`config.mk`:
```
export PLATFORM = sky130hd
export DESIGN_NAME = ppsc_div_cell
export DESIGN_NICKNAME = d
export VERILOG_FILES = /design/src/rtl/core/ppsc_pkg.sv /design/src/rtl/core/ppsc_div_cell.sv
export SDC_FILE = /design/constraint.sdc
export NUM_CORES = 1
export LEC_CHECK = 0
export BUFFER_PORTS_ARGS = -buffer_cell sky130_fd_sc_hd__clkbuf_2
export CORE_AREA = 2 2 271 273
export CTS_BUF_LIST = sky130_fd_sc_hd__clkbuf_2
export DETAILED_ROUTE_END_ITERATION = 7
export DIE_AREA = 0 0 273 275
export GPL_TIMING_DRIVEN = 0
export PLACE_DENSITY = 0.45
export SLEW_MARGIN = 0
export SYNTH_ARGS = -nofsm -noshare
export SYNTH_HDL_FRONTEND = slang
export SYNTH_SLANG_ARGS = --single-unit
```
`constraint.sdc`:
```
create_clock -name clk -period 17 [get_ports clk]
set_input_delay 1.7 -clock clk [delete_from_list [all_inputs] [get_ports clk]]
set_output_delay 1.7 -clock clk [all_outputs]
set_load 0.1 [all_outputs]
```
`src/rtl/core/ppsc_pkg.sv`:
```
`timescale 1ns / 1ps

package ppsc_pkg;

  // Register indexes of the configuration port
  localparam logic [2:0] CFG_MODE     = 3'd0;
  localparam logic [2:0] CFG_CENTER_X = 3'd1;
  localparam logic [2:0] CFG_CENTER_Y = 3'd2;
  localparam logic [2:0] CFG_CENTER_Z = 3'd3;
  localparam logic [2:0] CFG_RADIUS   = 3'd4;

  localparam logic       MODE_SPHERE   = 1'b0;
  localparam logic       MODE_CYLINDER = 1'b1;

  localparam logic [30:0] RADIUS_RESET = 31'd65536;

  // The largest normalized magnitude sits in [2^23, 2^24)
  localparam int NORM_MSB = 23;

  typedef struct packed {
    logic signed [31:0] point_x;
    logic signed [31:0] point_y;
    logic signed [31:0] point_z;
  } point_t;

  typedef struct packed {
    logic signed [31:0] mapped_x;
    logic signed [31:0] mapped_y;
    logic signed [31:0] mapped_z;
  } mapped_t;

  typedef struct packed {
    logic               mode;
    logic signed [31:0] center_x;
    logic signed [31:0] center_y;
    logic signed [31:0] center_z;
    logic [30:0]        radius;
  } cfg_t;

  // Per-item flags that ride along the chains
  typedef struct packed {
    logic [2:0]         neg;
    logic               zero;
    logic signed [31:0] pz;
  } side_t;

  // One beat of the square-root chain
  typedef struct packed {
    logic              valid;
    logic [33:0]       rem;
    logic [31:0]       root;
    logic [63:0]       rad;
    logic [2:0][54:0]  prod;
    side_t             side;
  } sq_beat_t;

  // One beat of the divider chain, three lanes sharing one divisor
  typedef struct packed {
    logic             valid;
    logic [31:0]      dvs;
    logic [2:0][31:0] rem;
    logic [2:0][30:0] low;
    logic [2:0][30:0] quo;
    side_t            side;
  } dv_beat_t;

endpackage

```
`src/rtl/core/ppsc_div_cell.sv`:
```
`timescale 1ns / 1ps

module ppsc_div_cell import ppsc_pkg::*; (
  input  logic     clk,
  input  logic     rst,
  input  logic     en,
  input  dv_beat_t prev,
  output dv_beat_t beat
);

  logic [2:0][32:0] cur;
  logic [2:0]       ge;
  dv_beat_t         beat_next;

  // One restoring step per lane
  always_comb begin
    beat_next = prev;
    for (int i = 0; i < 3; i++) begin
      cur[i] = {prev.rem[i], prev.low[i][30]};
      ge[i]  = (cur[i] >= {1'b0, prev.dvs});
      beat_next.rem[i] = ge[i] ? 32'(cur[i] - {1'b0, prev.dvs}) : cur[i][31:0];
      beat_next.low[i] = {prev.low[i][29:0], 1'b0};
      beat_next.quo[i] = {prev.quo[i][29:0], ge[i]};
    end
  end

  always_ff @(posedge clk) begin
    if (rst) begin
      beat.valid <= 1'b0;
    end else if (en) begin
      beat <= beat_next;
    end
  end

endmodule

```
# Yosys cells after proc, flatten, opt, wreduce, memory -nomap -nowiden
# Index checks and enable logic that the tools add are counted.
[classes]
addsub = 3
n_lt_le_gt_ge = 3
muxes = 3
bitwise_logic = 1
reduce_logical = 1
[ops]
columns = ["cell", "n"]
rows = [
  ["33-bit by 32-bit >= comparator with 1-bit output", 3],
  ["32-bit two-way mux", 3],
  ["32-bit subtractor", 3],
  ["2-bit AND reduction", 1],
  ["1-bit inverter", 1],
]
[word_totals]
regBits = 348
output_inout_bits = 351

# Depth between registers and ports, before layout
[logic_depth]
ltp_word = 2
depth_mapped = 14
depth_no_buf = 12

# Worst setup path after synthesis
# No wires, ideal clock.
[synth_timing]
path_type = "input to register"
from = "input rst"
to = "register beat[0] in the netlist's numbering (enable)"
t_arrival_ns = 17.027
setup_slack_ns = -1.138
cell_stages = 1
n_path_buf = 0
path_cell_list = "nor2b_1"
[synth_via]
elab_chain_cells = 2
[synth_rtl]
columns = ["element", "line", "source"]
rows = [
  ["from (decl)", "ppsc_div_cell.sv:5", "input logic rst,"],
  ["1-bit inverter (no line)", "--", ""],
  ["2-bit AND reduction (no line)", "--", ""],
  ["to (signal assigned)", "ppsc_div_cell.sv:31", "beat <= beat_next;"],
  ["to (decl)", "ppsc_div_cell.sv:8", "output dv_beat_t beat"],
]
# Every way passes these cells.
# A chain may end at the register's enable or synchronous reset.

==> metrics.yaml <==
global_route:
  grt_antenna_before_repair: 51
  grt_pass1_vias: 14068
  grt_max_degree: 37
  grt_use_total_pct: 19.6
  grt_overflow: 0
  grt_pass1_wl_um: 103000
route:
  vias: 14023
  dr.pass1.iters: 5
  routed_via_density: 4.53
  routed_wl_um: 77000
  wire_per_inst_um: 24.9
  ant_nets: 0
  drt-initial-drc-count: 752
  drc_errors: 0
worst_hold_path:
  min_path_type: "reg -> reg"
  hold_depth: 2
die:
  initial_utilization_pct: 23.2
  die_w_um: 273
  die_h_um: 275
  num_io_pins: 705
  die_area_um2: 75100
  core_um2: 72300
  rows: 99
synth:
  synth_cell_types: 67
  synthTopCellsByArea: "edfxtp_1 62%, ha_1 7.1%, a21oi_1 3.2%"
  synth_area_um2: 16800
  ys_ff_latch: 348
  syn_area_per_cell_um2: 13.6
  netlist_instances: 1232
  synth_flop_cell: "edfxtp_1"
  synth.largest_area_cell: "edfxtp_1"
  synth_top_area_share_pct: 62.0
  yosysSeqAreaShare_pct: 62.1
  async_flop_share_pct: 0
  synth_edf_count: 347
  yosysWarnings: 0
timing:
  final_hold_viol_count: 0
  setup_tns_ns: 0
  fmax_mhz: 200
  maxSlewHeadroom_pct: 21.8
  rsz0062_at_grt: "no"
  final.setup_skew_ns: 0
  setup_slack_ns: 12.01
  fin_crit_sh_pct: 29.4
  holdWs_ns: 0.538
  tightest_slew_ns: 1.16
  slew_viol_final: 0
  min_period_ns: 4.99
  setup_viol: 0
worst_setup_path:
  endpoint_kind: "flip-flop"
  worstPathArrival_ns: 5.83
  worstPathRequired_ns: 17.83
  cp_max_fo: 10
  critical_path_class: "in -> reg"
  start_kind: "input port"
  r2r_cells: 2
final_layout:
  fill_cells: 7562
  largest_register: "beat"
  area_growth_pct: 35.0
  mostFrequentLayoutCells: "841 x clkbuf_2, 347 x edfxtp_1, 108 x a21oi_1, 96 x ha_1, 72 x nor2_1"
  largest_register_ffs: 348
  regArea_um2: 10400
  mostFrequentLayoutCell: "clkbuf_2"
  drive_gt1_share_pct: 44.7
  fin_nets: 2499
  multi_input_area_um2: 6000
  reg_top3: "beat (348)"
cts:
  clk_latency_ns: 1.13
  post-cts-setup-buffers: 0
  h-tree-depth: 3
  clock-sinks: 348
  cts_root_buf: "clkbuf_2"
  numCtsBuffers: 100
  cts_hold_buffers: 0
  clk_path_buf_depth: 3
  clk_pin_slew_ns: 0.12
  cts.repair.resized: 0
  cts_tree: "yes"
placed_design:
  dp_hpwl_um: 65500
  place.gp.congestion: 0.863
  portBuffers: 698
  dp_worst_setup_slack_ns: 10.74
pwr:
  cellPowerDensity_nw_per_um2: 115
  p_leak_nw: 10.1
  peakVddDrop_uv: 51.8
job:
  max_cap_violations: 0
status:
  status: "finished clean"
report_power, final:
group / total [mW] / switching [mW] / internal, mW
Combinational: 0.926 / 0.722 / 0.204
Clock: 0.634 / 0.399 / 0.234
Sequential: 1.05 / 0.0206 / 1.03
Total: 2.61 / 1.14 / 1.47
per-layer routing:
layer	GRT usage, %	up-vias	wire length (um)
li1	-	6423	-
met1	19.3	6755	25900
met2	37.6	649	41800
met3	6.77	192	6660
met4	7.52	4	2590
met5	0	-	24
cell type report:
class	instances	share of cell area, %
Multi-Input combinational cell	795	26.5
Tap cell	959	5.29
Inverter	63	1.04
Antenna cell	10	0.110
Clock buffer	143	3.15
Clock inverter	38	0.810
Timing Repair Buffer	710	16.5
Buffer	28	0.628
Sequential cell	348	46.0
logic make-up (layout without fill, tap and decap cells):
group,count (synthesis),count (layout),share of synthesized area (%)
simple gates,249,249,7.20
mux,75,75,5.39
xor+xnor,81,81,4.22
other cells,1,13,0.0223
buf+inv,91,982,2.26
compound gates,288,288,11.3
flops,348,348,62.1
fa+ha+maj,99,99,7.50
synthesized netlist by cell type (11+ instances only):
master    instances
a21o_1           47
o21ai_0          30
nand2_1          56
xor2_1           29
edfxtp_1        347
mux2i_1          11
nand4_1          13
mux2_4           20
a21oi_1         108
o21bai_1         18
a31oi_1          11
inv_1            63
clkbuf_1         19
ha_1             96
nand3_1          25
xnor2_1          52
mux2_2           38
nor3_1           16
nor2b_1          13
and3_1           11
nor2_1           72
path summary, 6_finish.rpt:
kind	start	endpoint	slack, ns
worst max register to register	beat[350]	beat[350]	16.40
worst min register to register	beat[350]	beat[350]	0.54
worst max-delay path	prev[319]	beat[316]	12.01
worst min-delay path	beat[350]	beat[350]	0.54
per-stage QoR:
stage	std cells	utilization [%]	power, mW	cell area [um^2]
after floorplan	1234	-	1.79	16800
final	3094	31.4	2.61	22700
after detailed placement	2903	30.1	2.00	21800
after global placement	2891	29.7	2.01	21500
after global routing	3091	31.4	2.74	22700
after CTS	3084	31.3	2.66	22700
critical path, cell delays in order:
cell and delay [ns]:
clkbuf_2 0.26, inv_1 0.23, ha_1 0.34, nor2b_1 0.12, o21ai_0 0.10, a21boi_0 0.33, o31ai_1 0.20, nand4_1 0.15
a21o_1 0.31, a21oi_1 0.19, o31ai_1 0.99, buf_2 0.51, mux2_2 0.38
Power figures use the tool's default switching activity.
