[src/rtl/core/ppsc_pkg.sv]
`timescale 1ns / 1ps

package ppsc_pkg;

  // Register indexes of the configuration port
  localparam logic [2:0] CFG_MODE     = 3'd0;
  localparam logic [2:0] CFG_CENTER_X = 3'd1;
  localparam logic [2:0] CFG_CENTER_Y = 3'd2;
  localparam logic [2:0] CFG_CENTER_Z = 3'd3;
  localparam logic [2:0] CFG_RADIUS   = 3'd4;

  localparam logic       MODE_SPHERE   = 1'b0;
  localparam logic       MODE_CYLINDER = 1'b1;

  localparam logic [30:0] RADIUS_RESET = 31'd65536;

  // The largest normalized magnitude sits in [2^23, 2^24)
  localparam int NORM_MSB = 23;

  typedef struct packed {
    logic signed [31:0] point_x;
    logic signed [31:0] point_y;
    logic signed [31:0] point_z;
  } point_t;

  typedef struct packed {
    logic signed [31:0] mapped_x;
    logic signed [31:0] mapped_y;
    logic signed [31:0] mapped_z;
  } mapped_t;

  typedef struct packed {
    logic               mode;
    logic signed [31:0] center_x;
    logic signed [31:0] center_y;
    logic signed [31:0] center_z;
    logic [30:0]        radius;
  } cfg_t;

  // Per-item flags that ride along the chains
  typedef struct packed {
    logic [2:0]         neg;
    logic               zero;
    logic signed [31:0] pz;
  } side_t;

  // One beat of the square-root chain
  typedef struct packed {
    logic              valid;
    logic [33:0]       rem;
    logic [31:0]       root;
    logic [63:0]       rad;
    logic [2:0][54:0]  prod;
    side_t             side;
  } sq_beat_t;

  // One beat of the divider chain, three lanes sharing one divisor
  typedef struct packed {
    logic             valid;
    logic [31:0]      dvs;
    logic [2:0][31:0] rem;
    logic [2:0][30:0] low;
    logic [2:0][30:0] quo;
    side_t            side;
  } dv_beat_t;

endpackage

[src/rtl/core/ppsc_back.sv]
`timescale 1ns / 1ps

module ppsc_back import ppsc_pkg::*; (
  input  logic     clk,
  input  logic     rst,
  input  logic     en,
  input  dv_beat_t prev,
  input  cfg_t     cfg,
  output logic     mapped_valid,
  output mapped_t  mapped
);

  logic signed [33:0] sum_x;
  logic signed [33:0] sum_y;
  logic signed [33:0] sum_z;
  logic signed [2:0][33:0] off;
  mapped_t            mapped_next;

  function automatic logic signed [31:0] sat32(input logic signed [33:0] v);
    logic signed [31:0] r;
    if (v > 34'sh0_7FFF_FFFF) begin
      r = 32'sh7FFF_FFFF;
    end else if (v < -34'sh0_8000_0000) begin
      r = 32'sh8000_0000;
    end else begin
      r = v[31:0];
    end
    return r;
  endfunction

  // Signed scaled offsets, then add back the center; a zero offset maps to the center plus the radius on x
  always_comb begin
    for (int i = 0; i < 3; i++) begin
      off[i] = prev.side.neg[i] ? -$signed({3'b000, prev.quo[i]})
                                :  $signed({3'b000, prev.quo[i]});
    end
    if (prev.side.zero) begin
      sum_x = {{2{cfg.center_x[31]}}, cfg.center_x} + $signed({3'b000, cfg.radius});
      sum_y = {{2{cfg.center_y[31]}}, cfg.center_y};
      sum_z = {{2{cfg.center_z[31]}}, cfg.center_z};
    end else begin
      sum_x = {{2{cfg.center_x[31]}}, cfg.center_x} + off[0];
      sum_y = {{2{cfg.center_y[31]}}, cfg.center_y} + off[1];
      sum_z = {{2{cfg.center_z[31]}}, cfg.center_z} + off[2];
    end
    mapped_next.mapped_x = sat32(sum_x);
    mapped_next.mapped_y = sat32(sum_y);
    mapped_next.mapped_z = (cfg.mode == MODE_CYLINDER) ? prev.side.pz : sat32(sum_z);
  end

  // Output register
  always_ff @(posedge clk) begin
    if (rst) begin
      mapped_valid <= 1'b0;
    end else if (en) begin
      mapped_valid <= prev.valid;
    end
  end

  always_ff @(posedge clk) begin
    if (en) begin
      mapped <= mapped_next;
    end
  end

endmodule

[config.mk]
export PLATFORM = sky130hd
export DESIGN_NAME = ppsc_back
export DESIGN_NICKNAME = d
export VERILOG_FILES = /design/src/rtl/core/ppsc_pkg.sv /design/src/rtl/core/ppsc_back.sv
export SDC_FILE = /design/constraint.sdc
export NUM_CORES = 1
export LEC_CHECK = 0
export BUFFER_PORTS_ARGS = -buffer_cell sky130_fd_sc_hd__buf_2
export CORE_AREA = 2 2 223 225
export DETAILED_ROUTE_END_ITERATION = 10
export DIE_AREA = 0 0 225 227
export GPL_ROUTABILITY_DRIVEN = 0
export GPL_TIMING_DRIVEN = 0
export SLEW_MARGIN = 10
export SYNTH_ARGS = -nofsm -noshare
export SYNTH_HDL_FRONTEND = slang
export SYNTH_SLANG_ARGS = --single-unit
[constraint.sdc]
create_clock -name clk -period 8 [get_ports clk]
set_input_delay 0.8 -clock clk [delete_from_list [all_inputs] [get_ports clk]]
set_output_delay 0.8 -clock clk [all_outputs]
set_load 0.02 [all_outputs]
After elaboration in Yosys (flattened, before gate mapping)
Index checks and enable logic that the tools add are counted.

Add/subtract/negate cells: 7. Magnitude comparators: 6. Mux-type cells: 11.

Operators by type and width (count): 34-bit two-way mux (6); 32-bit two-way mux (5); 34-bit adder (3); 34-bit by 32-bit greater-than comparator with 1-bit output, second input constant (3); 34-bit by 32-bit < comparator with 1-bit output, second input constant (3); 31-bit negation with 34-bit output (3); 32-bit by 32-bit adder with 33-bit output (1).

Input port bits: 482. Output and inout bits: 97. Register bits after elaboration: 97. Word-level logic and storage cells: 28.

Depth between registers and ports, before layout
Word-level depth: 8. Depth in mapped cells: 25. Gate-level depth less buffers: 23.

Worst setup path before layout
OpenSTA, ideal clock, no wires.

Path type: input -> register. From: input port prev[68] (netlist bit). To: register mapped[33] (netlist bit), data pin. Setup time: 0.263 ns. Slack: 2.218 ns. Stages on the path: 22. Required time: 7.737 ns. Data arrival time: 5.520 ns. Buffers on the path: 1. Cells stage by stage: inv_1 -> ha_1 -> nand2_1 -> or3_1 -> or2_2 -> or3_1 -> or2_2 -> o21ai_0 -> xnor2_1 -> ha_1 -> a21oi_1 -> nand2_1 -> a21o_1 -> or3_1 -> o22a_1 -> o221a_2 -> a2111oi_2 -> o31a_1 -> xor2_1 -> o211a_1 -> clkbuf_2 -> o21ai_0.

Cells in the longest elaborated chain, start to end: 6. Elaborated cells on any way between the ends: 7. Those cells by class: add/sub (2); order compare (2); mux (3).

Ends and longest elaborated chain: start, declared (line ppsc_back.sv:7) `input dv_beat_t prev,`; 31-bit negation with 34-bit output (line ppsc_back.sv:34) `off[i] = prev.side.neg[i] ? -$signed({3'b000, prev.quo[i]})`; 34-bit two-way mux (*) (line ppsc_back.sv:34); 34-bit adder (*) (line ppsc_back.sv:43) `sum_y = {{2{cfg.center_y[31]}}, cfg.center_y} + off[1];`; 34-bit two-way mux (*) (line ppsc_back.sv:37) `if (prev.side.zero) begin`; 34-bit by 32-bit < comparator with 1-bit output (line ppsc_back.sv:23) `end else if (v < -34'sh0_8000_0000) begin`; 32-bit two-way mux (line ppsc_back.sv:23); end signal, assigned (line ppsc_back.sv:62) `mapped <= mapped_next;`; end, declared (line ppsc_back.sv:10) `output mapped_t mapped`.

Mark *: on every way between the ends. The rest lies on a longest branch, timed or not. A chain may end at the register's enable or synchronous reset.

Worst setup path after layout
From: input port prev[67] (netlist bit). To: register mapped[52] (netlist bit), data pin.

The elaborated chain is that of the path after synthesis.

==> metrics.cfg <==
[die]
rows=81
fp.coreArea_mm2=0.04855
die_h_um=227
fp.dieW_um=225
start_util=0.2742
ioPinCount=579
die-area_mm2=0.05108

[clock_tree]
cts_root_buf=clkbuf_16
cts_tree=yes
htreeDepth=3
cts_hold_buf=0
cts_resized=0
clock_sinks=97
clkTransAtPathRegs_ns=0.09
clock_latency_ns=0.37
postCtsSetupBuffers=0
cts_buffer_depth=2
cts-buffers-inserted=9

[pwr]
p_total_uw=2676
p_leak_uw=0.006865
power_frac_comb=0.561
swShare=0.4431
intPower_uw=1490
ir_drop_mv=0.09310
p_sw_uw=1185
seqPwrFrac=0.268
power_frac_clock=0.171
power_density_mw_per_mm2=165.2

[final_layout]
multi_input_area_mm2=0.009907
fin_nets=2644
regArea_mm2=0.002903
fillers=5131
final_cells=2656
syn2layout_area_growth_pct=21.69
drive_above_1_share=0.2049

[sta]
fin_crit_sh=0.8160
fmax_mhz=153.2
period_needed_ns=6.528
clock_skew_ns=0
tightest_slew_ns=0.9806
rsz0062_at_grt=false
drv_slew=0
setup_tns_ns=0
hold_viol=0
max_slew_margin=0.3463
finalSetupViolations=0

[critical_path]
r2r_start=mapped_valid$_SDFFE_PP0P_
crit_path_start=prev[67]
ff2ff_setup_slack_ns=7.40
cp_max_fo=10
crit_type=primary input to register
critPathRequiredTime_ns=8.10
start_kind=primary input
cp.arrival_ns=6.63
crit_path_end_kind=register

[placement]
port-buffer-count=355
dp_cells=2636
dp_hpwl_um=42070

[synthesis]
synth_edf_count=96
async_reset_ff_frac=0
seq_area_frac_synth=0.2181
syn-cell-area_mm2=0.01331
ys_top_cells_by_count=166 x a21oi_1, 166 x o21ai_0, 151 x xnor2_1, 150 x nand2_1, 133 x ha_1
synth_cells=1658
syn_avg_cell_area_um2=8.029
yosys.area.top_type=edfxtp_1
ys_top_cells_by_area=edfxtp_1 22%, ha_1 13%, xnor2_1 9.9%
netlist.area_leader.share=0.2166
synth_ff_type=edfxtp_1
ys_ff_latch=97
yosysWarningCount=0
synth_cell_types=81
syn-num-nets=2277

[route]
viasPerCell=5.422
wirelength_um=50480
ant_nets=0
first_pass_iters=5
via_count=14400
post_drt_wl_per_cell_um=19.01
drt_iter0_markers=899
drc=0

[outcome]
status=finished clean

[global_routing]
grt_antenna_before_repair=4
track_usage=0.1870
grt_pass1_vias=13530
grt_pass1_wl_um=74450
grt_max_degree=56
overflow=0

[hold_path]
min-delay-start=mapped_valid$_SDFFE_PP0P_
hold_path.class=register to register

[run]
drv_cap=0

==> layout by cell type, fill, tap and decap left out, types with 64 or more instances in the layout <==
master and n:
edfxtp_1 96, xnor2_1 151, buf_2 360, nand2_1 150
a21oi_1 166, ha_1 133, a21o_1 66, o21ai_0 166
nor2_1 113, clkbuf_1 64
==> through the flow <==
| stage | utilization | worst slack [ns] | hold slack (ns) | area (um^2) |
|---|---|---|---|---|
| floorplan | - | 2.218 | 0.5788 | 13310 |
| global placement | 0.3268 | 1.190 | 0.4956 | 15870 |
| detailed placement | 0.3275 | 1.157 | 0.5014 | 15900 |
| CTS | 0.3335 | 1.566 | 0.5350 | 16190 |
| global route | 0.3336 | 1.233 | 0.5642 | 16200 |
| finish | 0.3337 | 1.472 | 0.5339 | 16200 |
==> sequential cells by signal, indices dropped and copies added (netlist names) <==
name          count
mapped           96
mapped_valid      1
==> logic make-up (layout without fill, tap and decap cells) <==
| family | after synthesis | count (layout) | synth area share |
|---|---|---|---|
| AOI/OAI and AO/OA | 635 | 635 | 0.3077 |
| and+or+nand+nor | 455 | 455 | 0.1652 |
| xor gates and xnor gates | 199 | 199 | 0.1325 |
| adders and majority gates | 137 | 137 | 0.1310 |
| buffers and inverters | 125 | 497 | 0.03769 |
| DFF | 97 | 97 | 0.2181 |
| muxes | 10 | 10 | 0.007708 |
| other | 0 | 4 | 0 |
==> routing by layer <==
metal | vias to the layer above | share of wire | global-route usage
li1 | 6958 | - | -
met1 | 6791 | 0.45 | 0.2535
met2 | 589 | 0.46 | 0.3096
met3 | 60 | 0.062 | 0.02207
met4 | 2 | 0.023 | 0.06067
met5 | - | 0.00022 | 0
==> final cells by class <==
| class | instances | area share |
|---|---|---|
| diodes | 4 | 0.0006179 |
| plain buffers | 82 | 0.02101 |
| clock buffers | 9 | 0.01390 |
| clock inverters | 7 | 0.004171 |
| inverters | 43 | 0.009964 |
| multi-input cells | 1436 | 0.6116 |
| flip-flops and latches | 97 | 0.1792 |
| well taps | 622 | 0.04804 |
| repair buffers | 356 | 0.1115 |
==> critical path, cell delays in order <==
cell	delay [ns]
buf_2	0.16
inv_1	0.07
ha_1	0.15
nand2_1	0.07
or3_1	0.32
or2_2	0.33
or3_1	0.38
or2_2	0.32
o21ai_0	0.22
xnor2_1	0.17
ha_1	0.34
a21oi_1	0.30
nand2_1	0.09
a21o_1	0.19
or3_1	0.31
o22a_1	0.27
o221a_2	0.32
a2111oi_2	0.66
o31a_1	0.22
xor2_1	0.20
a211o_1	0.32
clkbuf_2	0.29
o21ai_0	0.12
==> path summary, 6_finish.rpt <==
path | to | cells past startpoint
min | mapped_valid$_SDFFE_PP0P_ | 2
max | mapped[52]$_SDFFCE_PN1P_ | 23
min reg2reg | mapped_valid$_SDFFE_PP0P_ | 2
max reg2reg | mapped_valid$_SDFFE_PP0P_ | 2
==> power by group through the flow <==
stage               Sequential [uW]  Combinational, uW  Clock, uW
floorplan                       852                884          0
global placement                730               1470          0
detailed placement              730               1480          0
CTS                             719               1490        479
global route                    725               1650        490
finish                          717               1500        458
(Power assumes the default switching activity.)
