`src/rtl/core/ppsc_pkg.sv`:
```
`timescale 1ns / 1ps

package ppsc_pkg;

  // Register indexes of the configuration port
  localparam logic [2:0] CFG_MODE     = 3'd0;
  localparam logic [2:0] CFG_CENTER_X = 3'd1;
  localparam logic [2:0] CFG_CENTER_Y = 3'd2;
  localparam logic [2:0] CFG_CENTER_Z = 3'd3;
  localparam logic [2:0] CFG_RADIUS   = 3'd4;

  localparam logic       MODE_SPHERE   = 1'b0;
  localparam logic       MODE_CYLINDER = 1'b1;

  localparam logic [30:0] RADIUS_RESET = 31'd65536;

  // The largest normalized magnitude sits in [2^23, 2^24)
  localparam int NORM_MSB = 23;

  typedef struct packed {
    logic signed [31:0] point_x;
    logic signed [31:0] point_y;
    logic signed [31:0] point_z;
  } point_t;

  typedef struct packed {
    logic signed [31:0] mapped_x;
    logic signed [31:0] mapped_y;
    logic signed [31:0] mapped_z;
  } mapped_t;

  typedef struct packed {
    logic               mode;
    logic signed [31:0] center_x;
    logic signed [31:0] center_y;
    logic signed [31:0] center_z;
    logic [30:0]        radius;
  } cfg_t;

  // Per-item flags that ride along the chains
  typedef struct packed {
    logic [2:0]         neg;
    logic               zero;
    logic signed [31:0] pz;
  } side_t;

  // One beat of the square-root chain
  typedef struct packed {
    logic              valid;
    logic [33:0]       rem;
    logic [31:0]       root;
    logic [63:0]       rad;
    logic [2:0][54:0]  prod;
    side_t             side;
  } sq_beat_t;

  // One beat of the divider chain, three lanes sharing one divisor
  typedef struct packed {
    logic             valid;
    logic [31:0]      dvs;
    logic [2:0][31:0] rem;
    logic [2:0][30:0] low;
    logic [2:0][30:0] quo;
    side_t            side;
  } dv_beat_t;

endpackage

```
`src/rtl/core/ppsc_sqrt_cell.sv`:
```
`timescale 1ns / 1ps

module ppsc_sqrt_cell import ppsc_pkg::*; (
  input  logic     clk,
  input  logic     rst,
  input  logic     en,
  input  sq_beat_t prev,
  output sq_beat_t beat
);

  logic [35:0] cur;
  logic [35:0] trial;
  logic        ge;
  sq_beat_t    beat_next;

  // Bring down two radicand bits, try the next root bit
  always_comb begin
    cur       = {prev.rem, prev.rad[63:62]};
    trial     = {2'b00, prev.root, 2'b01};
    ge        = (cur >= trial);
    beat_next = prev;
    beat_next.rem  = ge ? 34'(cur - trial) : cur[33:0];
    beat_next.root = {prev.root[30:0], ge};
    beat_next.rad  = {prev.rad[61:0], 2'b00};
  end

  always_ff @(posedge clk) begin
    if (rst) begin
      beat.valid <= 1'b0;
    end else if (en) begin
      beat <= beat_next;
    end
  end

endmodule

```
`config.mk`:
```
export PLATFORM = sky130hd
export DESIGN_NAME = ppsc_sqrt_cell
export DESIGN_NICKNAME = d
export VERILOG_FILES = /design/src/rtl/core/ppsc_pkg.sv /design/src/rtl/core/ppsc_sqrt_cell.sv
export SDC_FILE = /design/constraint.sdc
export NUM_CORES = 1
export LEC_CHECK = 0
export BUFFER_PORTS_ARGS = -buffer_cell sky130_fd_sc_hd__clkbuf_2
export CAP_MARGIN = 40
export CORE_AREA = 2 2 262 264
export CTS_BUF_LIST = sky130_fd_sc_hd__clkbuf_8 sky130_fd_sc_hd__clkbuf_16
export DETAILED_ROUTE_END_ITERATION = 10
export DIE_AREA = 0 0 264 266
export GPL_ROUTABILITY_DRIVEN = 0
export PLACE_DENSITY = 0.47
export SYNTH_ARGS = -nofsm -noshare
export SYNTH_HDL_FRONTEND = slang
export SYNTH_SLANG_ARGS = --single-unit
export TNS_END_PERCENT = 1
```
`constraint.sdc`:
```
create_clock -name clk -period 35.6 [get_ports clk]
set_input_delay 0 -clock clk [delete_from_list [all_inputs] [get_ports clk]]
set_output_delay 0 -clock clk [all_outputs]
set_load 0.005 [all_outputs]
```
======== Yosys cells after proc, flatten, opt, wreduce, memory -nomap -nowiden ========
Cells that the tools add are included.
operators by class
  bitwise operators ....................... 1
  add/subtract/negate cells ............... 1
  $lt $le $gt $ge ......................... 1
  mux-type cells .......................... 1
  reduce and logical (&&, ||, !) cells .... 1
operators by type and width
  kind                                              number
  36-bit by 34-bit >= comparator with 1-bit output  1
  34-bit two-way mux                                1
  34-bit subtractor                                 1
  2-bit AND reduction                               1
  1-bit inverter                                    1
storage, ports and cells
  logic and storage cells ................. 15
  flip-flop bits (word level) ............. 330
  output and inout port bits .............. 332

======== Depth between registers and ports, before layout ========
  depth after elaboration ................. 2
  mapped depth ............................ 13
  mapped depth without buffers ............ 10

======== Worst setup path before layout ========
Ideal clock, no wire load.
  kind .................................... input to register
  start ................................... in rst
  end ..................................... reg beat[0] in the netlist's numbering (enable)
  data required time ...................... 34.529 ns
  stages .................................. 1
  arrival ................................. 14.534 ns
  setup time .............................. 1.071 ns
  path slack .............................. 19.994 ns
  cells stage by stage .................... nor2b_1
between the ends
  longest elaborated chain between the ends .. 2
ends and longest elaborated chain
  element                        RTL line              source
  from (decl)                    ppsc_sqrt_cell.sv:5   input logic rst,
  1-bit inverter (no line)       -
  2-bit AND reduction (no line)  -
  to (signal assigned)           ppsc_sqrt_cell.sv:31  beat <= beat_next;
  to (decl)                      ppsc_sqrt_cell.sv:8   output sq_beat_t beat
No other way between the ends.
A chain may end at the register's enable or synchronous reset.

==> flow_results.xml <==
<?xml version="1.0" encoding="UTF-8"?>
<metrics>
  <group name="status">
    <metric name="status" unit="">complete, no violations</metric>
  </group>
  <group name="timing">
    <metric name="slew_headroom" unit="%">24.5</metric>
    <metric name="setup_repair_after_global_routing_missed_its_margin" unit="">no</metric>
    <metric name="timing.final.setup_violations" unit="">0</metric>
    <metric name="final-max-slew-violation-count" unit="">0</metric>
    <metric name="fmaxAchievable" unit="GHz">0.282</metric>
    <metric name="final-hold-violation-count" unit="">0</metric>
    <metric name="setup_tns" unit="ns">0</metric>
    <metric name="post-route-period-util" unit="%">9.96</metric>
    <metric name="slew_worst_pin" unit="ns">1.13</metric>
    <metric name="timing.final.crit_period" unit="ns">3.54</metric>
    <metric name="worst_clock_skew" unit="ns">0</metric>
  </group>
  <group name="worst_setup_path">
    <metric name="critical_path_required" unit="ns">35.90</metric>
    <metric name="worstPathCellList" unit="">dlygate4sd3_1 -&gt; clkbuf_2 -&gt; inv_1 -&gt; ha_1 -&gt; a21o_1 -&gt; o41ai_1 -&gt; o211ai_1 -&gt; a211oi_1 -&gt; o21a_2 -&gt; buf_4 -&gt; mux2_1</metric>
    <metric name="path_buf_inv" unit="">4</metric>
    <metric name="cp_data_arrival_time" unit="ns">3.84</metric>
    <metric name="end_kind" unit="">flip-flop</metric>
    <metric name="crit_path_start_kind" unit="">primary input</metric>
    <metric name="timing_worst_setup_path_type" unit="">primary input to flip-flop</metric>
    <metric name="critical_path.max_fanout" unit="">42</metric>
    <metric name="critical_path.top_delay_family" unit="">compound AO/OA/AOI/OAI gates</metric>
    <metric name="largest_stage_delay_on_the_critical_path" unit="ns">0.56</metric>
    <metric name="crit_path_top_delay_cell" unit="">o41ai_1</metric>
  </group>
  <group name="routing">
    <metric name="vias_per_cell" unit="">3.84</metric>
    <metric name="drt_iter0_markers" unit="">738</metric>
    <metric name="antenna_violating_nets_post_route" unit="">0</metric>
    <metric name="detail_route.wirelength" unit="um">54300</metric>
    <metric name="highest_layer" unit="">met5</metric>
    <metric name="routedWlPerCell" unit="um">20.5</metric>
    <metric name="met1Wirelength" unit="um">19300</metric>
    <metric name="wl_met2" unit="um">28000</metric>
    <metric name="remaining_drc_errors" unit="">0</metric>
    <metric name="routed-via-count" unit="">10200</metric>
    <metric name="met3RoutedLength" unit="um">5190</metric>
    <metric name="drt_pre_antenna_iters" unit="">7</metric>
  </group>
  <group name="yosys">
    <metric name="synth-main-ff-cell" unit="">edfxtp_1</metric>
    <metric name="yosys_warnings" unit="">0</metric>
    <metric name="asyncSetResetFlopFracSynth" unit="%">0</metric>
    <metric name="synthTopCellsByCount" unit="">edfxtp_1 (329), nand2_1 (48), inv_1 (41)</metric>
    <metric name="syn-instance-count" unit="">699</metric>
    <metric name="synth_area_leader_cell" unit="">edfxtp_1</metric>
    <metric name="syn_area_per_cell" unit="sq um">17.6</metric>
    <metric name="yosysMostFrequentCell" unit="">edfxtp_1</metric>
    <metric name="yosys.area.top_type_share" unit="%">80.4</metric>
    <metric name="mappedNetlistArea" unit="sq mm">0.0123</metric>
    <metric name="synth_cell_types" unit="">58</metric>
    <metric name="number_of_synthesized_flops_with_an_enable_pin" unit="">329</metric>
    <metric name="synth.top_cells.by_area" unit="">edfxtp_1 (80%), ha_1 (3.5%), nand2_1 (1.5%)</metric>
    <metric name="yosysSeqAreaShare" unit="%">80.5</metric>
    <metric name="flops_latches_synth" unit="">330</metric>
  </group>
  <group name="place">
    <metric name="placement.io_buffers" unit="">664</metric>
    <metric name="dp.final_hpwl" unit="um">43500</metric>
    <metric name="placedCellCount" unit="">2237</metric>
  </group>
  <group name="clock_tree">
    <metric name="clk-insertion-delay-late" unit="ns">0.55</metric>
    <metric name="cts_made_buffers" unit="">41</metric>
    <metric name="clk_path_buf_depth" unit="">3</metric>
    <metric name="tritoncts_num_sinks" unit="">330</metric>
    <metric name="clk_pin_slew" unit="ns">0.05</metric>
    <metric name="ctsHtreeMaxLevel" unit="">2</metric>
    <metric name="tritoncts_clock_tree" unit="">built</metric>
    <metric name="ctsRootBufferMaster" unit="">clkbuf_16</metric>
    <metric name="post_cts.resized_instances" unit="">0</metric>
  </group>
  <group name="layout">
    <metric name="largest_registers" unit="">beat: 330 flops</metric>
    <metric name="final_net_count" unit="">2097</metric>
    <metric name="largest_register_ffs" unit="">330</metric>
    <metric name="register_ranked_first_by_flip_flop_count" unit="">beat</metric>
    <metric name="fillers" unit="">6895</metric>
    <metric name="post_route_cells_drive_above_1_share" unit="%">42.2</metric>
    <metric name="final_cell_count_without_fillers" unit="">2655</metric>
    <metric name="area_delta_synth_final" unit="%">74.4</metric>
  </group>
  <group name="floorplan">
    <metric name="fp.coreArea" unit="sq mm">0.0677</metric>
    <metric name="die-area" unit="sq mm">0.0702</metric>
    <metric name="dieWidth" unit="um">264</metric>
    <metric name="rows" unit="">96</metric>
    <metric name="ios" unit="">667</metric>
    <metric name="die_h" unit="um">266</metric>
    <metric name="starting_density" unit="%">18.1</metric>
  </group>
  <group name="global_route">
    <metric name="maximum_number_of_pins_on_one_net_before_global_route_repair" unit="">188</metric>
    <metric name="number_of_global_route_vias_before_repair" unit="">11000</metric>
    <metric name="grt_antenna_before_repair" unit="">30</metric>
    <metric name="grtUsageTotal" unit="%">14.9</metric>
    <metric name="gr-total-overflow" unit="">0</metric>
    <metric name="grt_first_pass_wirelength" unit="um">75500</metric>
  </group>
  <group name="pwr">
    <metric name="net-switching-power" unit="mW">0.256</metric>
    <metric name="combinational_cell_fraction_of_total_power" unit="%">13.9</metric>
    <metric name="power.share.clock" unit="%">41.0</metric>
    <metric name="switching_share" unit="%">24.5</metric>
    <metric name="seq_power_share" unit="%">45.1</metric>
    <metric name="vdd_ir_drop_max" unit="uV">27.5</metric>
    <metric name="p_per_area" unit="mW/mm^2">48.6</metric>
    <metric name="finalPower" unit="mW">1.04</metric>
    <metric name="p_leak" unit="nW">9.16</metric>
    <metric name="intPower" unit="mW">0.786</metric>
  </group>
  <group name="hold_path">
    <metric name="hp-class" unit="">primary input to flip-flop</metric>
  </group>
  <group name="flow_run">
    <metric name="maxCapViolCount" unit="">0</metric>
  </group>
</metrics>
==> what timing repair did <==
item / CTS / global route
endpoints found under the hold margin: 329 / 0
buffers inserted: 0 / 0
hold buffers: 330 / 0
==> layer usage <==
| layer | up-vias | GRT usage [%] |
|---|---|---|
| li1 | 4760 | - |
| met1 | 4892 | 15.4 |
| met2 | 419 | 27.1 |
| met3 | 117 | 6.24 |
| met4 | 8 | 5.39 |
| met5 | - | 0 |
==> through the flow <==
| stage | instance area [sq um] | utilization (%) | setup WS, ns | hold slack [ns] |
|---|---|---|---|---|
| after floorplan | 12300 | - | 19.99 | 0.0724 |
| after global placement | 16700 | 24.7 | 32.11 | 0.177 |
| after detailed placement | 16700 | 24.7 | 32.01 | 0.179 |
| after CTS | 21400 | 31.6 | 32.04 | 0.0611 |
| after global routing | 21400 | 31.6 | 31.84 | 0.111 |
| final | 21400 | 31.6 | 32.06 | 0.103 |
==> worst min-delay path, delay by kind of cell <==
kind            cells  cell delay (ns)
compound gates      1             0.24
buf+inv             2             0.23
simple gates        1             0.05
==> final timing paths <==
kind,from,end,slack [ns],depth (start not counted)
worst max register to register,beat[331],beat[331],34.45,3
worst max-delay path,prev[272],beat[300],32.06,11
worst min register to register,beat[331],beat[331],1.07,3
worst min-delay path,prev[329],beat[265],0.10,4
==> layout by cell type, fill, tap and decap left out, types with 3 or more instances in the layout <==
| master | synthesis | routed |
|---|---|---|
| a21o_1 | 21 | 21 |
| a21oi_1 | 26 | 26 |
| a31oi_1 | 5 | 5 |
| and2_1 | 6 | 6 |
| and3_1 | 9 | 9 |
| buf_4 | 3 | 3 |
| bufinv_16 | 0 | 5 |
| clkbuf_16 | 0 | 42 |
| clkbuf_2 | 0 | 664 |
| clkinv_1 | 0 | 8 |
| clkinv_2 | 0 | 8 |
| diode_2 | 0 | 13 |
| dlygate4sd3_1 | 0 | 330 |
| edfxtp_1 | 329 | 329 |
| ha_1 | 34 | 34 |
| inv_1 | 41 | 46 |
| mux2_1 | 3 | 3 |
| mux2i_1 | 4 | 4 |
| nand2_1 | 48 | 48 |
| nand2b_1 | 6 | 6 |
| nand3_1 | 4 | 4 |
| nand4_1 | 7 | 7 |
| nor2_1 | 15 | 15 |
| nor3_1 | 8 | 8 |
| o211ai_1 | 3 | 3 |
| o21ai_0 | 12 | 12 |
| o21ai_1 | 31 | 31 |
| o31ai_1 | 3 | 3 |
| o41ai_1 | 3 | 3 |
| xnor2_1 | 12 | 12 |
| xor2_1 | 16 | 16 |
==> power groups by stage <==
stage / Combinational, mW / Clock, mW / Sequential, mW
floorplan: 0.0410 / 0 / 0.489
global placement: 0.113 / 0 / 0.478
detailed placement: 0.115 / 0 / 0.478
CTS: 0.148 / 0.442 / 0.470
global route: 0.159 / 0.459 / 0.472
finish: 0.145 / 0.427 / 0.470
==> kinds of logic after synthesis <==
family / after synthesis / share of synthesized area, %
compound gates: 129 / 7.02
xor+xnor: 28 / 1.99
fa+ha+maj: 34 / 3.46
buf+inv: 56 / 1.86
flops: 330 / 80.5
mux: 7 / 0.600
other cells: 1 / 0.0305
simple gates: 114 / 4.52
==> layout make-up <==
| type | count | area [sq um] | area share (%) |
|---|---|---|---|
| inverter | 42 | 158 | 0.735 |
| multi-input combinational | 314 | 2180 | 10.2 |
| clock inverter | 33 | 318 | 1.48 |
| antenna | 13 | 32.5 | 0.152 |
| clock buffer | 42 | 1050 | 4.90 |
| tap | 882 | 1100 | 5.15 |
| sequential | 330 | 9900 | 46.2 |
| timing repair buffer | 999 | 6700 | 31.2 |
No activity file was read; power rests on OpenSTA's default activity.
